File: src/design/shcf_pkg.sv
// Shared constants, types and state codes of the strip hit cluster finder.
package shcf_pkg;

	localparam int MAX_RUN     = 32;
	localparam int MAX_RESULTS = 16;
	localparam int RUN_AW      = $clog2(MAX_RUN);
	localparam int RUN_CW      = $clog2(MAX_RUN + 1);
	localparam int RES_CW      = $clog2(MAX_RESULTS + 1);

	localparam int STRIP_W  = 12;
	localparam int CHARGE_W = 17;
	localparam int POS_W    = 20;
	localparam int HITS_W   = 6;
	localparam int THR_W    = 17;
	localparam int CENT_W   = 20;
	localparam int OTOT_W   = 22;

	localparam int PROD_W = POS_W + CHARGE_W;
	localparam int TOT_W  = CHARGE_W + RUN_AW;
	localparam int WS_W   = POS_W + CHARGE_W + RUN_AW;
	localparam int CMP_W  = (RUN_CW > HITS_W) ? RUN_CW : HITS_W;

	localparam int CFG_AW = 2;
	localparam int CFG_DW = 17;
	localparam int IN_DW  = 56;
	localparam int OUT_DW = 72;

	localparam logic [CFG_AW-1:0] REG_MIN_HITS  = 2'd0;
	localparam logic [CFG_AW-1:0] REG_MAX_HITS  = 2'd1;
	localparam logic [CFG_AW-1:0] REG_SPLIT_THR = 2'd2;

	localparam logic [HITS_W-1:0] MIN_HITS_RST = 6'd1;
	localparam logic [HITS_W-1:0] MAX_HITS_RST = 6'd20;
	localparam logic [THR_W-1:0]  SPLIT_THR_RST = 17'd28;

	typedef enum logic [3:0] {
		ST_IDLE, ST_ADD, ST_CL_START, ST_SC_INIT, ST_SC_FIRST, ST_SC_RUN, ST_HALVE,
		ST_PART, ST_ACC, ST_DIV, ST_EMIT, ST_CL_END, ST_FINISH
	} state_t;

	typedef struct packed {
		logic                eoe;
		logic                lor;
		logic                cl;
		logic [HITS_W-1:0]   count;
		logic [CHARGE_W-1:0] peak;
		logic [OTOT_W-1:0]   total;
		logic [CENT_W-1:0]   centroid;
	} res_t;

endpackage

File: src/design/shcf_div.sv
// Bit-serial signed by unsigned divider, quotient truncated toward zero.
module shcf_div (
	input  logic                              clk,
	input  logic                              arst_n,
	input  logic                              start,
	input  logic signed [shcf_pkg::WS_W-1:0]  num,
	input  logic [shcf_pkg::TOT_W-1:0]        den,
	output logic                              done,
	output logic [shcf_pkg::CENT_W-1:0]       quot
);
	localparam int NUM_W = shcf_pkg::WS_W;
	localparam int DEN_W = shcf_pkg::TOT_W;
	localparam int CNT_W = $clog2(NUM_W);

	logic             busy_q, done_q, neg_q, zero_q;
	logic [CNT_W-1:0] cnt_q;
	logic [NUM_W-1:0] q_q;
	logic [DEN_W-1:0] rem_q, den_q;
	logic [DEN_W:0]   shifted;
	logic             fits;

	assign shifted = {rem_q, q_q[NUM_W-1]};
	assign fits    = shifted >= {1'b0, den_q};

	always_ff @(posedge clk or negedge arst_n) begin
		if (!arst_n) begin
			busy_q <= 1'b0;
			done_q <= 1'b0;
			cnt_q  <= '0;
		end else begin
			done_q <= !start && busy_q && (cnt_q == CNT_W'(NUM_W - 1));
			if (start) begin
				busy_q <= 1'b1;
				cnt_q  <= '0;
			end else if (busy_q) begin
				cnt_q <= cnt_q + 1'b1;
				if (cnt_q == CNT_W'(NUM_W - 1))
					busy_q <= 1'b0;
			end
		end
	end

	always_ff @(posedge clk) begin
		if (start) begin
			neg_q  <= num[NUM_W-1];
			zero_q <= (den == '0);
			q_q    <= num[NUM_W-1] ? NUM_W'(-num) : NUM_W'(num);
			rem_q  <= '0;
			den_q  <= den;
		end else if (busy_q) begin
			rem_q <= fits ? DEN_W'(shifted - {1'b0, den_q}) : shifted[DEN_W-1:0];
			q_q   <= {q_q[NUM_W-2:0], fits};
		end
	end

	assign done = done_q;
	assign quot = zero_q ? '0 : (neg_q ? -q_q[shcf_pkg::CENT_W-1:0] : q_q[shcf_pkg::CENT_W-1:0]);

endmodule

File: src/design/strip_hit_cluster_finder_top.sv
// Top level of the strip hit cluster finder.
// A hit that closes no run passes through accept, buffer write and result
// flush. Closing a run costs a scan through the charge buffer, then for each
// kept part an accumulation over the buffer read port and a division in the
// bit-serial centroid divider, and an emit step per cluster; a split adds a
// step to halve the valley strip and a rescan of the remainder. The single
// read port of the run buffer and the serial divider set the pace. Results of
// one hit leave in order; the last carries tlast (last_of_run) and, for a hit
// marked last, tuser[1] (end_of_event). A last hit that yields no cluster gives
// one empty marker with cluster_valid low and all data zero.
module strip_hit_cluster_finder_top (
	input  logic                            clk,
	input  logic                            arst_n,
	input  logic                            cfg_we,
	input  logic [shcf_pkg::CFG_AW-1:0]     cfg_idx,
	input  logic [shcf_pkg::CFG_DW-1:0]     cfg_data,
	input  logic                            s_tvalid,
	output logic                            s_tready,
	input  logic [shcf_pkg::IN_DW-1:0]      s_tdata,  // strip[11:0], charge[28:12], position[48:29]
	input  logic                            s_tlast,  // last_hit
	output logic                            m_tvalid,
	input  logic                            m_tready,
	output logic [shcf_pkg::OUT_DW-1:0]     m_tdata,  // centroid, total, peak, hit_count
	output logic                            m_tlast,  // last_of_run
	output logic [1:0]                      m_tuser   // cluster_valid, end_of_event
);
	localparam int CW  = shcf_pkg::CHARGE_W;
	localparam int AW  = shcf_pkg::RUN_AW;
	localparam int NW  = shcf_pkg::RUN_CW;

	shcf_pkg::state_t state_q, state_d;

	// configuration
	logic [shcf_pkg::HITS_W-1:0] min_hits_q, max_hits_q;
	logic [shcf_pkg::THR_W-1:0]  thr_q;

	// run bookkeeping
	logic [NW-1:0]                    run_len_q;
	logic                             ovf_q, have_prev_q;
	logic [shcf_pkg::STRIP_W-1:0]     prev_q;

	// latched hit
	logic [shcf_pkg::STRIP_W-1:0]     strip_q;
	logic [CW-1:0]                    charge_q;
	logic signed [shcf_pkg::POS_W-1:0] pos_q;
	logic                             last_q, ret_add_q;

	// run buffer
	logic [CW-1:0]                    charge_mem [shcf_pkg::MAX_RUN];
	logic signed [shcf_pkg::POS_W-1:0] pos_mem  [shcf_pkg::MAX_RUN];
	logic [CW-1:0]                    rd_charge;
	logic signed [shcf_pkg::POS_W-1:0] rd_pos;
	logic [AW-1:0]                    raddr;
	logic                             c_we, p_we;
	logic [AW-1:0]                    c_wa;
	logic [CW-1:0]                    c_wd;

	// scan
	logic [NW-1:0] start_q, end_q, j_q, mn_q, first_q, last_idx_q, k_q;
	logic [CW-1:0] a_q, mnval_q;
	logic          down_q, split_q;
	logic [NW-1:0] mn_n;
	logic [CW-1:0] mnval_n;
	logic          down_n, found, j_end;

	// accumulation
	logic                               iss_s1, prodv_s2, issuing, acc_done;
	logic signed [shcf_pkg::PROD_W:0]   prod_full;
	logic signed [shcf_pkg::PROD_W-1:0] prod_s2;
	logic [shcf_pkg::TOT_W-1:0]         tot_q;
	logic [CW-1:0]                      peak_q;
	logic signed [shcf_pkg::WS_W-1:0]   wsum_q;

	// divider
	logic                        div_start, div_done;
	logic [shcf_pkg::CENT_W-1:0] div_quot;

	// results
	shcf_pkg::res_t                pend_q, out_q, fin_res;
	logic                          pend_v_q, out_v_q, out_free, out_load;
	logic [shcf_pkg::RES_CW-1:0]   res_cnt_q;
	logic [NW-1:0]                 count;
	logic                          keep, gap;

	assign out_free = !out_v_q || m_tready;
	assign out_load = (out_free && pend_v_q && (state_q == shcf_pkg::ST_EMIT))
	               || (out_free && (pend_v_q || last_q) && (state_q == shcf_pkg::ST_FINISH));
	assign count    = NW'(last_idx_q - first_q + 1'b1);
	assign keep     = (shcf_pkg::CMP_W'(count) >= shcf_pkg::CMP_W'(min_hits_q))
	               && (shcf_pkg::CMP_W'(count) <= shcf_pkg::CMP_W'(max_hits_q))
	               && (res_cnt_q < shcf_pkg::RES_CW'(shcf_pkg::MAX_RESULTS));
	assign gap      = have_prev_q
	               && ({1'b0, s_tdata[11:0]} != ({1'b0, prev_q} + 1'b1));
	assign issuing  = k_q <= last_idx_q;
	assign acc_done = !issuing && !iss_s1 && !prodv_s2;
	assign j_end    = (j_q == NW'(end_q - 1'b1));

	// final result of a hit: the held cluster, or an empty marker at event end
	always_comb begin
		fin_res     = pend_v_q ? pend_q : '0;
		fin_res.lor = 1'b1;
		fin_res.eoe = last_q;
	end

	// valley search on the neighbor pair (a = c[j-1], b = c[j])
	always_comb begin
		mn_n    = mn_q;
		mnval_n = mnval_q;
		down_n  = down_q;
		found   = 1'b0;
		if (down_q) begin
			if (a_q < mnval_q) begin
				mn_n    = NW'(j_q - 1'b1);
				mnval_n = a_q;
			end
			if ({1'b0, rd_charge} > ({1'b0, a_q} + (CW+1)'(thr_q)))
				found = 1'b1;
		end else if ({1'b0, a_q} > ({1'b0, rd_charge} + (CW+1)'(thr_q))) begin
			down_n  = 1'b1;
			mn_n    = j_q;
			mnval_n = rd_charge;
		end
	end

	// next state and strobes
	always_comb begin
		state_d   = state_q;
		s_tready  = 1'b0;
		raddr     = start_q[AW-1:0];
		c_we      = 1'b0;
		p_we      = 1'b0;
		c_wa      = run_len_q[AW-1:0];
		c_wd      = charge_q;
		div_start = 1'b0;
		unique case (state_q)
			shcf_pkg::ST_IDLE: begin
				s_tready = 1'b1;
				if (s_tvalid)
					state_d = gap ? shcf_pkg::ST_CL_START : shcf_pkg::ST_ADD;
			end
			shcf_pkg::ST_ADD: begin
				if (run_len_q < NW'(shcf_pkg::MAX_RUN)) begin
					c_we = 1'b1;
					p_we = 1'b1;
				end
				state_d = last_q ? shcf_pkg::ST_CL_START : shcf_pkg::ST_FINISH;
			end
			shcf_pkg::ST_CL_START: begin
				state_d = (ovf_q || run_len_q == '0) ? shcf_pkg::ST_CL_END
				                                     : shcf_pkg::ST_SC_INIT;
			end
			shcf_pkg::ST_SC_INIT: begin
				raddr   = start_q[AW-1:0];
				state_d = (NW'(end_q - start_q) >= NW'(3)) ? shcf_pkg::ST_SC_FIRST
				                                           : shcf_pkg::ST_PART;
			end
			shcf_pkg::ST_SC_FIRST: begin
				raddr   = j_q[AW-1:0];
				state_d = shcf_pkg::ST_SC_RUN;
			end
			shcf_pkg::ST_SC_RUN: begin
				raddr = AW'(j_q + 1'b1);
				if (found)
					state_d = shcf_pkg::ST_HALVE;
				else if (j_end)
					state_d = shcf_pkg::ST_PART;
			end
			shcf_pkg::ST_HALVE: begin
				c_we    = 1'b1;
				c_wa    = mn_q[AW-1:0];
				c_wd    = mnval_q >> 1;
				state_d = shcf_pkg::ST_PART;
			end
			shcf_pkg::ST_PART: begin
				if (keep)
					state_d = shcf_pkg::ST_ACC;
				else
					state_d = split_q ? shcf_pkg::ST_SC_INIT : shcf_pkg::ST_CL_END;
			end
			shcf_pkg::ST_ACC: begin
				raddr = k_q[AW-1:0];
				if (acc_done) begin
					div_start = 1'b1;
					state_d   = shcf_pkg::ST_DIV;
				end
			end
			shcf_pkg::ST_DIV: begin
				if (div_done)
					state_d = shcf_pkg::ST_EMIT;
			end
			shcf_pkg::ST_EMIT: begin
				if (!pend_v_q || out_free)
					state_d = split_q ? shcf_pkg::ST_SC_INIT : shcf_pkg::ST_CL_END;
			end
			shcf_pkg::ST_CL_END: begin
				state_d = ret_add_q ? shcf_pkg::ST_ADD : shcf_pkg::ST_FINISH;
			end
			shcf_pkg::ST_FINISH: begin
				if (!(pend_v_q || last_q) || out_free)
					state_d = shcf_pkg::ST_IDLE;
			end
			default: state_d = shcf_pkg::ST_IDLE;
		endcase
	end

	always_ff @(posedge clk or negedge arst_n) begin
		if (!arst_n)
			state_q <= shcf_pkg::ST_IDLE;
		else
			state_q <= state_d;
	end

	// configuration registers; writes beyond the list are ignored
	always_ff @(posedge clk or negedge arst_n) begin
		if (!arst_n) begin
			min_hits_q <= shcf_pkg::MIN_HITS_RST;
			max_hits_q <= shcf_pkg::MAX_HITS_RST;
			thr_q      <= shcf_pkg::SPLIT_THR_RST;
		end else if (cfg_we) begin
			unique case (cfg_idx)
				shcf_pkg::REG_MIN_HITS:  min_hits_q <= cfg_data[shcf_pkg::HITS_W-1:0];
				shcf_pkg::REG_MAX_HITS:  max_hits_q <= cfg_data[shcf_pkg::HITS_W-1:0];
				shcf_pkg::REG_SPLIT_THR: thr_q      <= cfg_data[shcf_pkg::THR_W-1:0];
				default: ;
			endcase
		end
	end

	// run buffer: one write port, one registered read port
	always_ff @(posedge clk) begin
		if (c_we)
			charge_mem[c_wa] <= c_wd;
		if (p_we)
			pos_mem[run_len_q[AW-1:0]] <= pos_q;
		rd_charge <= charge_mem[raddr];
		rd_pos    <= pos_mem[raddr];
	end

	// control state: run tracking, result bookkeeping, output register
	always_ff @(posedge clk or negedge arst_n) begin
		if (!arst_n) begin
			run_len_q   <= '0;
			ovf_q       <= 1'b0;
			have_prev_q <= 1'b0;
			prev_q      <= '0;
			pend_v_q    <= 1'b0;
			out_v_q     <= 1'b0;
			res_cnt_q   <= '0;
			iss_s1      <= 1'b0;
			prodv_s2    <= 1'b0;
		end else begin
			if (out_load)
				out_v_q <= 1'b1;
			else if (m_tready)
				out_v_q <= 1'b0;
			iss_s1   <= (state_q == shcf_pkg::ST_ACC) && issuing;
			prodv_s2 <= (state_q == shcf_pkg::ST_ACC) && iss_s1;
			unique case (state_q)
				shcf_pkg::ST_IDLE: begin
					if (s_tvalid)
						res_cnt_q <= '0;
				end
				shcf_pkg::ST_ADD: begin
					// hold hits beyond the buffer out; the run then yields nothing
					if (run_len_q < NW'(shcf_pkg::MAX_RUN))
						run_len_q <= run_len_q + 1'b1;
					else
						ovf_q <= 1'b1;
					prev_q      <= strip_q;
					have_prev_q <= 1'b1;
				end
				shcf_pkg::ST_EMIT: begin
					// a newer cluster pushes the held one out
					if (!pend_v_q || out_free) begin
						pend_v_q  <= 1'b1;
						res_cnt_q <= res_cnt_q + 1'b1;
					end
				end
				shcf_pkg::ST_CL_END: begin
					run_len_q <= '0;
					ovf_q     <= 1'b0;
				end
				shcf_pkg::ST_FINISH: begin
					// flag and transfer the final result of this hit
					if ((pend_v_q || last_q) && out_free)
						pend_v_q <= 1'b0;
					if (last_q) begin
						have_prev_q <= 1'b0;
						prev_q      <= '0;
					end
				end
				default: ;
			endcase
		end
	end

	// datapath registers
	always_ff @(posedge clk) begin
		unique case (state_q)
			shcf_pkg::ST_IDLE: begin
				if (s_tvalid) begin
					strip_q   <= s_tdata[11:0];
					charge_q  <= s_tdata[28:12];
					pos_q     <= s_tdata[48:29];
					last_q    <= s_tlast;
					ret_add_q <= gap;
				end
			end
			shcf_pkg::ST_ADD: begin
				ret_add_q <= 1'b0;
			end
			shcf_pkg::ST_CL_START: begin
				start_q <= '0;
				end_q   <= run_len_q;
			end
			shcf_pkg::ST_SC_INIT: begin
				j_q        <= NW'(start_q + 1'b1);
				down_q     <= 1'b0;
				split_q    <= 1'b0;
				first_q    <= start_q;
				last_idx_q <= NW'(end_q - 1'b1);
			end
			shcf_pkg::ST_SC_FIRST: begin
				a_q <= rd_charge;
			end
			shcf_pkg::ST_SC_RUN: begin
				a_q     <= rd_charge;
				j_q     <= NW'(j_q + 1'b1);
				down_q  <= down_n;
				mn_q    <= mn_n;
				mnval_q <= mnval_n;
				if (found) begin
					split_q    <= 1'b1;
					last_idx_q <= mn_n;
				end
			end
			shcf_pkg::ST_PART: begin
				k_q    <= first_q;
				tot_q  <= '0;
				peak_q <= '0;
				wsum_q <= '0;
				if (!keep && split_q)
					start_q <= mn_q;
			end
			shcf_pkg::ST_ACC: begin
				if (issuing)
					k_q <= NW'(k_q + 1'b1);
				if (iss_s1) begin
					tot_q   <= tot_q + shcf_pkg::TOT_W'(rd_charge);
					if (rd_charge > peak_q)
						peak_q <= rd_charge;
					prod_s2 <= prod_full[shcf_pkg::PROD_W-1:0];
				end
				if (prodv_s2)
					wsum_q <= wsum_q + shcf_pkg::WS_W'(prod_s2);
			end
			shcf_pkg::ST_EMIT: begin
				if (!pend_v_q || out_free) begin
					if (pend_v_q)
						out_q <= pend_q;
					pend_q <= '{eoe: 1'b0, lor: 1'b0, cl: 1'b1,
					            count: shcf_pkg::HITS_W'(count), peak: peak_q,
					            total: shcf_pkg::OTOT_W'(tot_q), centroid: div_quot};
					if (split_q)
						start_q <= mn_q;
				end
			end
			shcf_pkg::ST_FINISH: begin
				if (out_free && (pend_v_q || last_q))
					out_q <= fin_res;
			end
			default: ;
		endcase
	end

	assign prod_full = rd_pos * $signed({1'b0, rd_charge});

	shcf_div u_div (
		.clk    (clk),
		.arst_n (arst_n),
		.start  (div_start),
		.num    (wsum_q),
		.den    (tot_q),
		.done   (div_done),
		.quot   (div_quot)
	);

	assign m_tvalid = out_v_q;
	assign m_tdata  = {7'd0, out_q.count, out_q.peak, out_q.total, out_q.centroid};
	assign m_tlast  = out_q.lor;
	assign m_tuser  = {out_q.eoe, out_q.cl};

endmodule

File: config.mk
export PLATFORM = sky130hd
export DESIGN_NAME = strip_hit_cluster_finder_top
export DESIGN_NICKNAME = d
export VERILOG_FILES = /design/src/design/shcf_pkg.sv /design/src/design/shcf_div.sv /design/src/design/strip_hit_cluster_finder_top.sv
export SDC_FILE = /design/constraint.sdc
export NUM_CORES = 2
export LEC_CHECK = 0
export BUFFER_PORTS_ARGS = -buffer_cell sky130_fd_sc_hd__buf_2
export CAP_MARGIN = 20
export CORE_UTILIZATION = 33
export CTS_CLUSTER_SIZE = 20
export DETAILED_ROUTE_END_ITERATION = 8
export PLACE_DENSITY_LB_ADDON = 0.2
export SKIP_LAST_GASP = 1
export SYNTH_ARGS = -nofsm -noshare
export SYNTH_HDL_FRONTEND = slang
export SYNTH_SLANG_ARGS = --single-unit
File: constraint.sdc
create_clock -name clk -period 7 [get_ports clk]
set_input_delay 0.35 -clock clk [delete_from_list [all_inputs] [get_ports clk]]
set_output_delay 0.35 -clock clk [all_outputs]
set_load 0.005 [all_outputs]
==> impl_metrics.env <==
export IMPL_grt_pass1_vias=52580
export IMPL_flow_area_growth_from_synthesis_pct=15.1
export IMPL_die_w_um=521
export IMPL_worst_path_most_repeated_cell="sky130_fd_sc_hd__fa_1"
export IMPL_syn_area_mm2=0.0889
export IMPL_drive_above_1_share_pct=15.2
export IMPL_num_rows=190
export IMPL_max_freq_ghz=0.151
export IMPL_syn_inst=6222
export IMPL_postSynthAreaPerCell_um2=14.3
export IMPL_fin_crit_sh_pct=94.7
export IMPL_critPathArrivalTime_ps=7180
export IMPL_detailedRoute_firstIterationViolations=3342
export IMPL_synth_main_ff_cell="sky130_fd_sc_hd__edfxtp_1"
export IMPL_worst_slew_pin_slew_ps=1190
export IMPL_nFillCells=25112
export IMPL_hold_viol=0
export IMPL_cts_path_max_buffers=3
export IMPL_whs_ps=125
export IMPL_grt_max_degree=87
export IMPL_final_min_clock_period_ps=6630
export IMPL_layout_commonest_cell="sky130_fd_sc_hd__edfxtp_1"
export IMPL_postCtsResizedCells=0
export IMPL_design_portCount=158
export IMPL_worst_setup_hold_path_clk_slew_ps=60
export IMPL_tritoncts_num_buffers=190
export IMPL_cts_max_level=4
export IMPL_grt_util_all_layers_pct=16.3
export IMPL_synthDistinctLibCells=83
export IMPL_source_to_sink_clock_delay_at_the_later_pin_of_the_worst_skew_pair_ps=840
export IMPL_critical_setup_path_kind="reg2reg"
export IMPL_final_setup_skew_ps=49.5
export IMPL_required_arrival_time_at_the_worst_endpoint_ps=7560
export IMPL_finalInstanceArea_mm2=0.102
export IMPL_area_sequential_mm2=0.0519
export IMPL_critPathCaptureType="register"
export IMPL_max_cap_viol_count=0
export IMPL_grt_ovfl_total=0
export IMPL_cts_root_buffer="sky130_fd_sc_hd__clkbuf_16"
export IMPL_drt_wl_total_um=220000
export IMPL_multi_input_area_mm2=0.0342
export IMPL_crit_path_max_fanout=10
export IMPL_fp_dieArea_mm2=0.271
export IMPL_synth_warning_count=0
export IMPL_ys_async_sr_fraction_pct=3.98
export IMPL_grt_pass1_wl_um=334000
export IMPL_worst_slew_margin_rel_pct=20.7
export IMPL_clock_sinks=1759
export IMPL_synth_edff_count=1630
export IMPL_routed_wire_length_per_instance_um=21.2
export IMPL_placed_cell_area_mm2=0.0952
export IMPL_routed_via_density=4.88
export IMPL_fp_dieH_um=521
export IMPL_slowest_delay_ps=550
export IMPL_route_antenna_remaining_nets=0
export IMPL_place_hpwl_um=147000
export IMPL_critical_path_n_buffers_inverters=7
export IMPL_design_final_nets=7359
export IMPL_drtPass1Iterations=5
export IMPL_rsz0062_at_grt="no"
export IMPL_placeableCoreArea_mm2=0.268
export IMPL_post_route_util_pct=38.2
export IMPL_clock_tree_from_tritoncts="done"
export IMPL_layout_cells_most_common_list="sky130_fd_sc_hd__edfxtp_1, sky130_fd_sc_hd__inv_1, sky130_fd_sc_hd__nand2_1"
export IMPL_maxSlewViolCount=0
export IMPL_crit_path_cell_trace="buf_4, and2_1, fa_1, inv_1, fa_1, fa_1, inv_1, fa_1, fa_1, inv_1, fa_1, inv_1, ha_1, nand2_1, nor2_1, a211oi_1, a31oi_1, a21oi_1, o311ai_0, buf_4, o41ai_1, buf_4, o311ai_0"
export IMPL_dr_total_vias=50398
export IMPL_min_delay_src="cfg_idx[0]"
export IMPL_finalSetupViolCount=0
export IMPL_run_status="finished, final reports clean"
export IMPL_initial_utilization_pct=33.2
export IMPL_crit_slowest_cell="sky130_fd_sc_hd__dfxtp_1"
export IMPL_hold_path_class="in2reg"
export IMPL_synth_seq_area_share_pct=58.4
export IMPL_start_kind="register"
export IMPL_synth_ff_latch_count=1759
export IMPL_setup_worst_path_start="rd_charge[5]$_DFF_P_"
export IMPL_timing_setup_tns_ps=0
export IMPL_dr_drc_count=0
export IMPL_rr_startpoint="rd_charge[5]$_DFF_P_"
export IMPL_antenna_found_initial=6
export IMPL_cp_top_family="adder cells"
export IMPL_gpl_final_weighted_congestion=0.831
export IMPL_io_buffer_count=143
==> cells by family after synthesis <==
group / count (synthesis) / share of synthesized area (%)
AO/OA/AOI/OAI: 756 / 5.64
XOR/XNOR: 234 / 2.31
adder cells (fa/ha/maj): 662 / 12.2
buffers and inverters: 816 / 3.51
flip-flops: 1759 / 58.4
multiplexers: 661 / 10.6
other: 1 / 0.00422
AND/OR/NAND/NOR: 1333 / 7.29
==> sequential cells by signal (all words and copies together) (netlist names), 20 cells and up <==
signal	cells
tot_q	22
u_div.q_q	42
pos_mem	640
m_tdata	65
pend_q	65
charge_mem	544
wsum_q	42
u_div.den_q	22
prod_s2	37
u_div.rem_q	22
pos_q	20
rd_pos	20
==> Yosys cell counts, types with 40 or more instances <==
cell                       instances  area [um^2]
sky130_fd_sc_hd__edfxtp_1       1630        48900
sky130_fd_sc_hd__inv_1           568         2130
sky130_fd_sc_hd__nand2_1         440         1650
sky130_fd_sc_hd__mux2i_1         390         3900
sky130_fd_sc_hd__fa_1            343         6870
sky130_fd_sc_hd__ha_1            319         3990
sky130_fd_sc_hd__nor2_1          301         1130
sky130_fd_sc_hd__mux4_2          222         5000
sky130_fd_sc_hd__o21ai_0         200         1000
sky130_fd_sc_hd__and2_1          194         1210
sky130_fd_sc_hd__clkbuf_1        166          623
sky130_fd_sc_hd__a21oi_1         151          756
sky130_fd_sc_hd__xor2_1          127         1110
sky130_fd_sc_hd__xnor2_1         107          937
sky130_fd_sc_hd__nor2b_1         104          651
sky130_fd_sc_hd__a21o_1           85          638
sky130_fd_sc_hd__dfrtp_1          64         1600
sky130_fd_sc_hd__dfxtp_1          59         1180
sky130_fd_sc_hd__nand3_1          59          295
sky130_fd_sc_hd__mux2_2           49          552
sky130_fd_sc_hd__buf_1            48          180
sky130_fd_sc_hd__nor3_1           46          230
sky130_fd_sc_hd__a221oi_1         40          350
sky130_fd_sc_hd__a22o_1           40          350
==> per-stage QoR <==
step / setup WS, ps / cells
detailed placement: 332 / 9882
floorplan: 748 / 6228
global route: 48.1 / 10330
global placement: 344 / 9876
finish: 374 / 10332
CTS: 366 / 10314
==> tightest hold or removal path, stage by stage <==
cell	delay (ps)
sky130_fd_sc_hd__buf_2	100
sky130_fd_sc_hd__nor3b_1	50
sky130_fd_sc_hd__buf_4	180
sky130_fd_sc_hd__mux2_2	230
==> worst paths after layout <==
| kind | endpoint | slack [ps] | cells past startpoint |
|---|---|---|---|
| worst max-delay path | prod_s2[35]$_DFFE_PP_ | 370 | 23 |
| worst min-delay path | min_hits_q[0]$_DFFE_PN1P_ | 120 | 4 |
| worst max register to register | prod_s2[35]$_DFFE_PP_ | 370 | 23 |
| worst min register to register | prev_q[9]$_DFFE_PN0P_ | 450 | 2 |
| max in group asynchronous | min_hits_q[0]$_DFFE_PN1P_ | 5940 | 4 |
| min in group asynchronous | u_div.cnt_q[4]$_DFFE_PN0P_ | 450 | 3 |
==> timing repair <==
action | 4_1_cts | 5_1_grt
buffers inserted | 0 | 0
endpoints found under the hold margin | 144 | 7
hold buffers | 79 | 1
==> final cells by class <==
class	instances	area share [%]
inverters	569	2.09
clock buffers	251	5.01
well taps	3552	4.35
diodes	3	0.00734
flip-flops and latches	1759	50.7
multi-input cells	3653	33.5
repair buffers	443	3.52
clock inverters	102	0.822
==> metal layers <==
metal	wire length, um	GRT usage (%)
met1	98200	21.6
met2	108000	27.9
met3	7890	2.08
met4	5180	4.35
met5	0	0
Power is left out: the tool's default activity adds up to more than one toggle a clock period on the data nets, which glitch-free logic cannot reach.
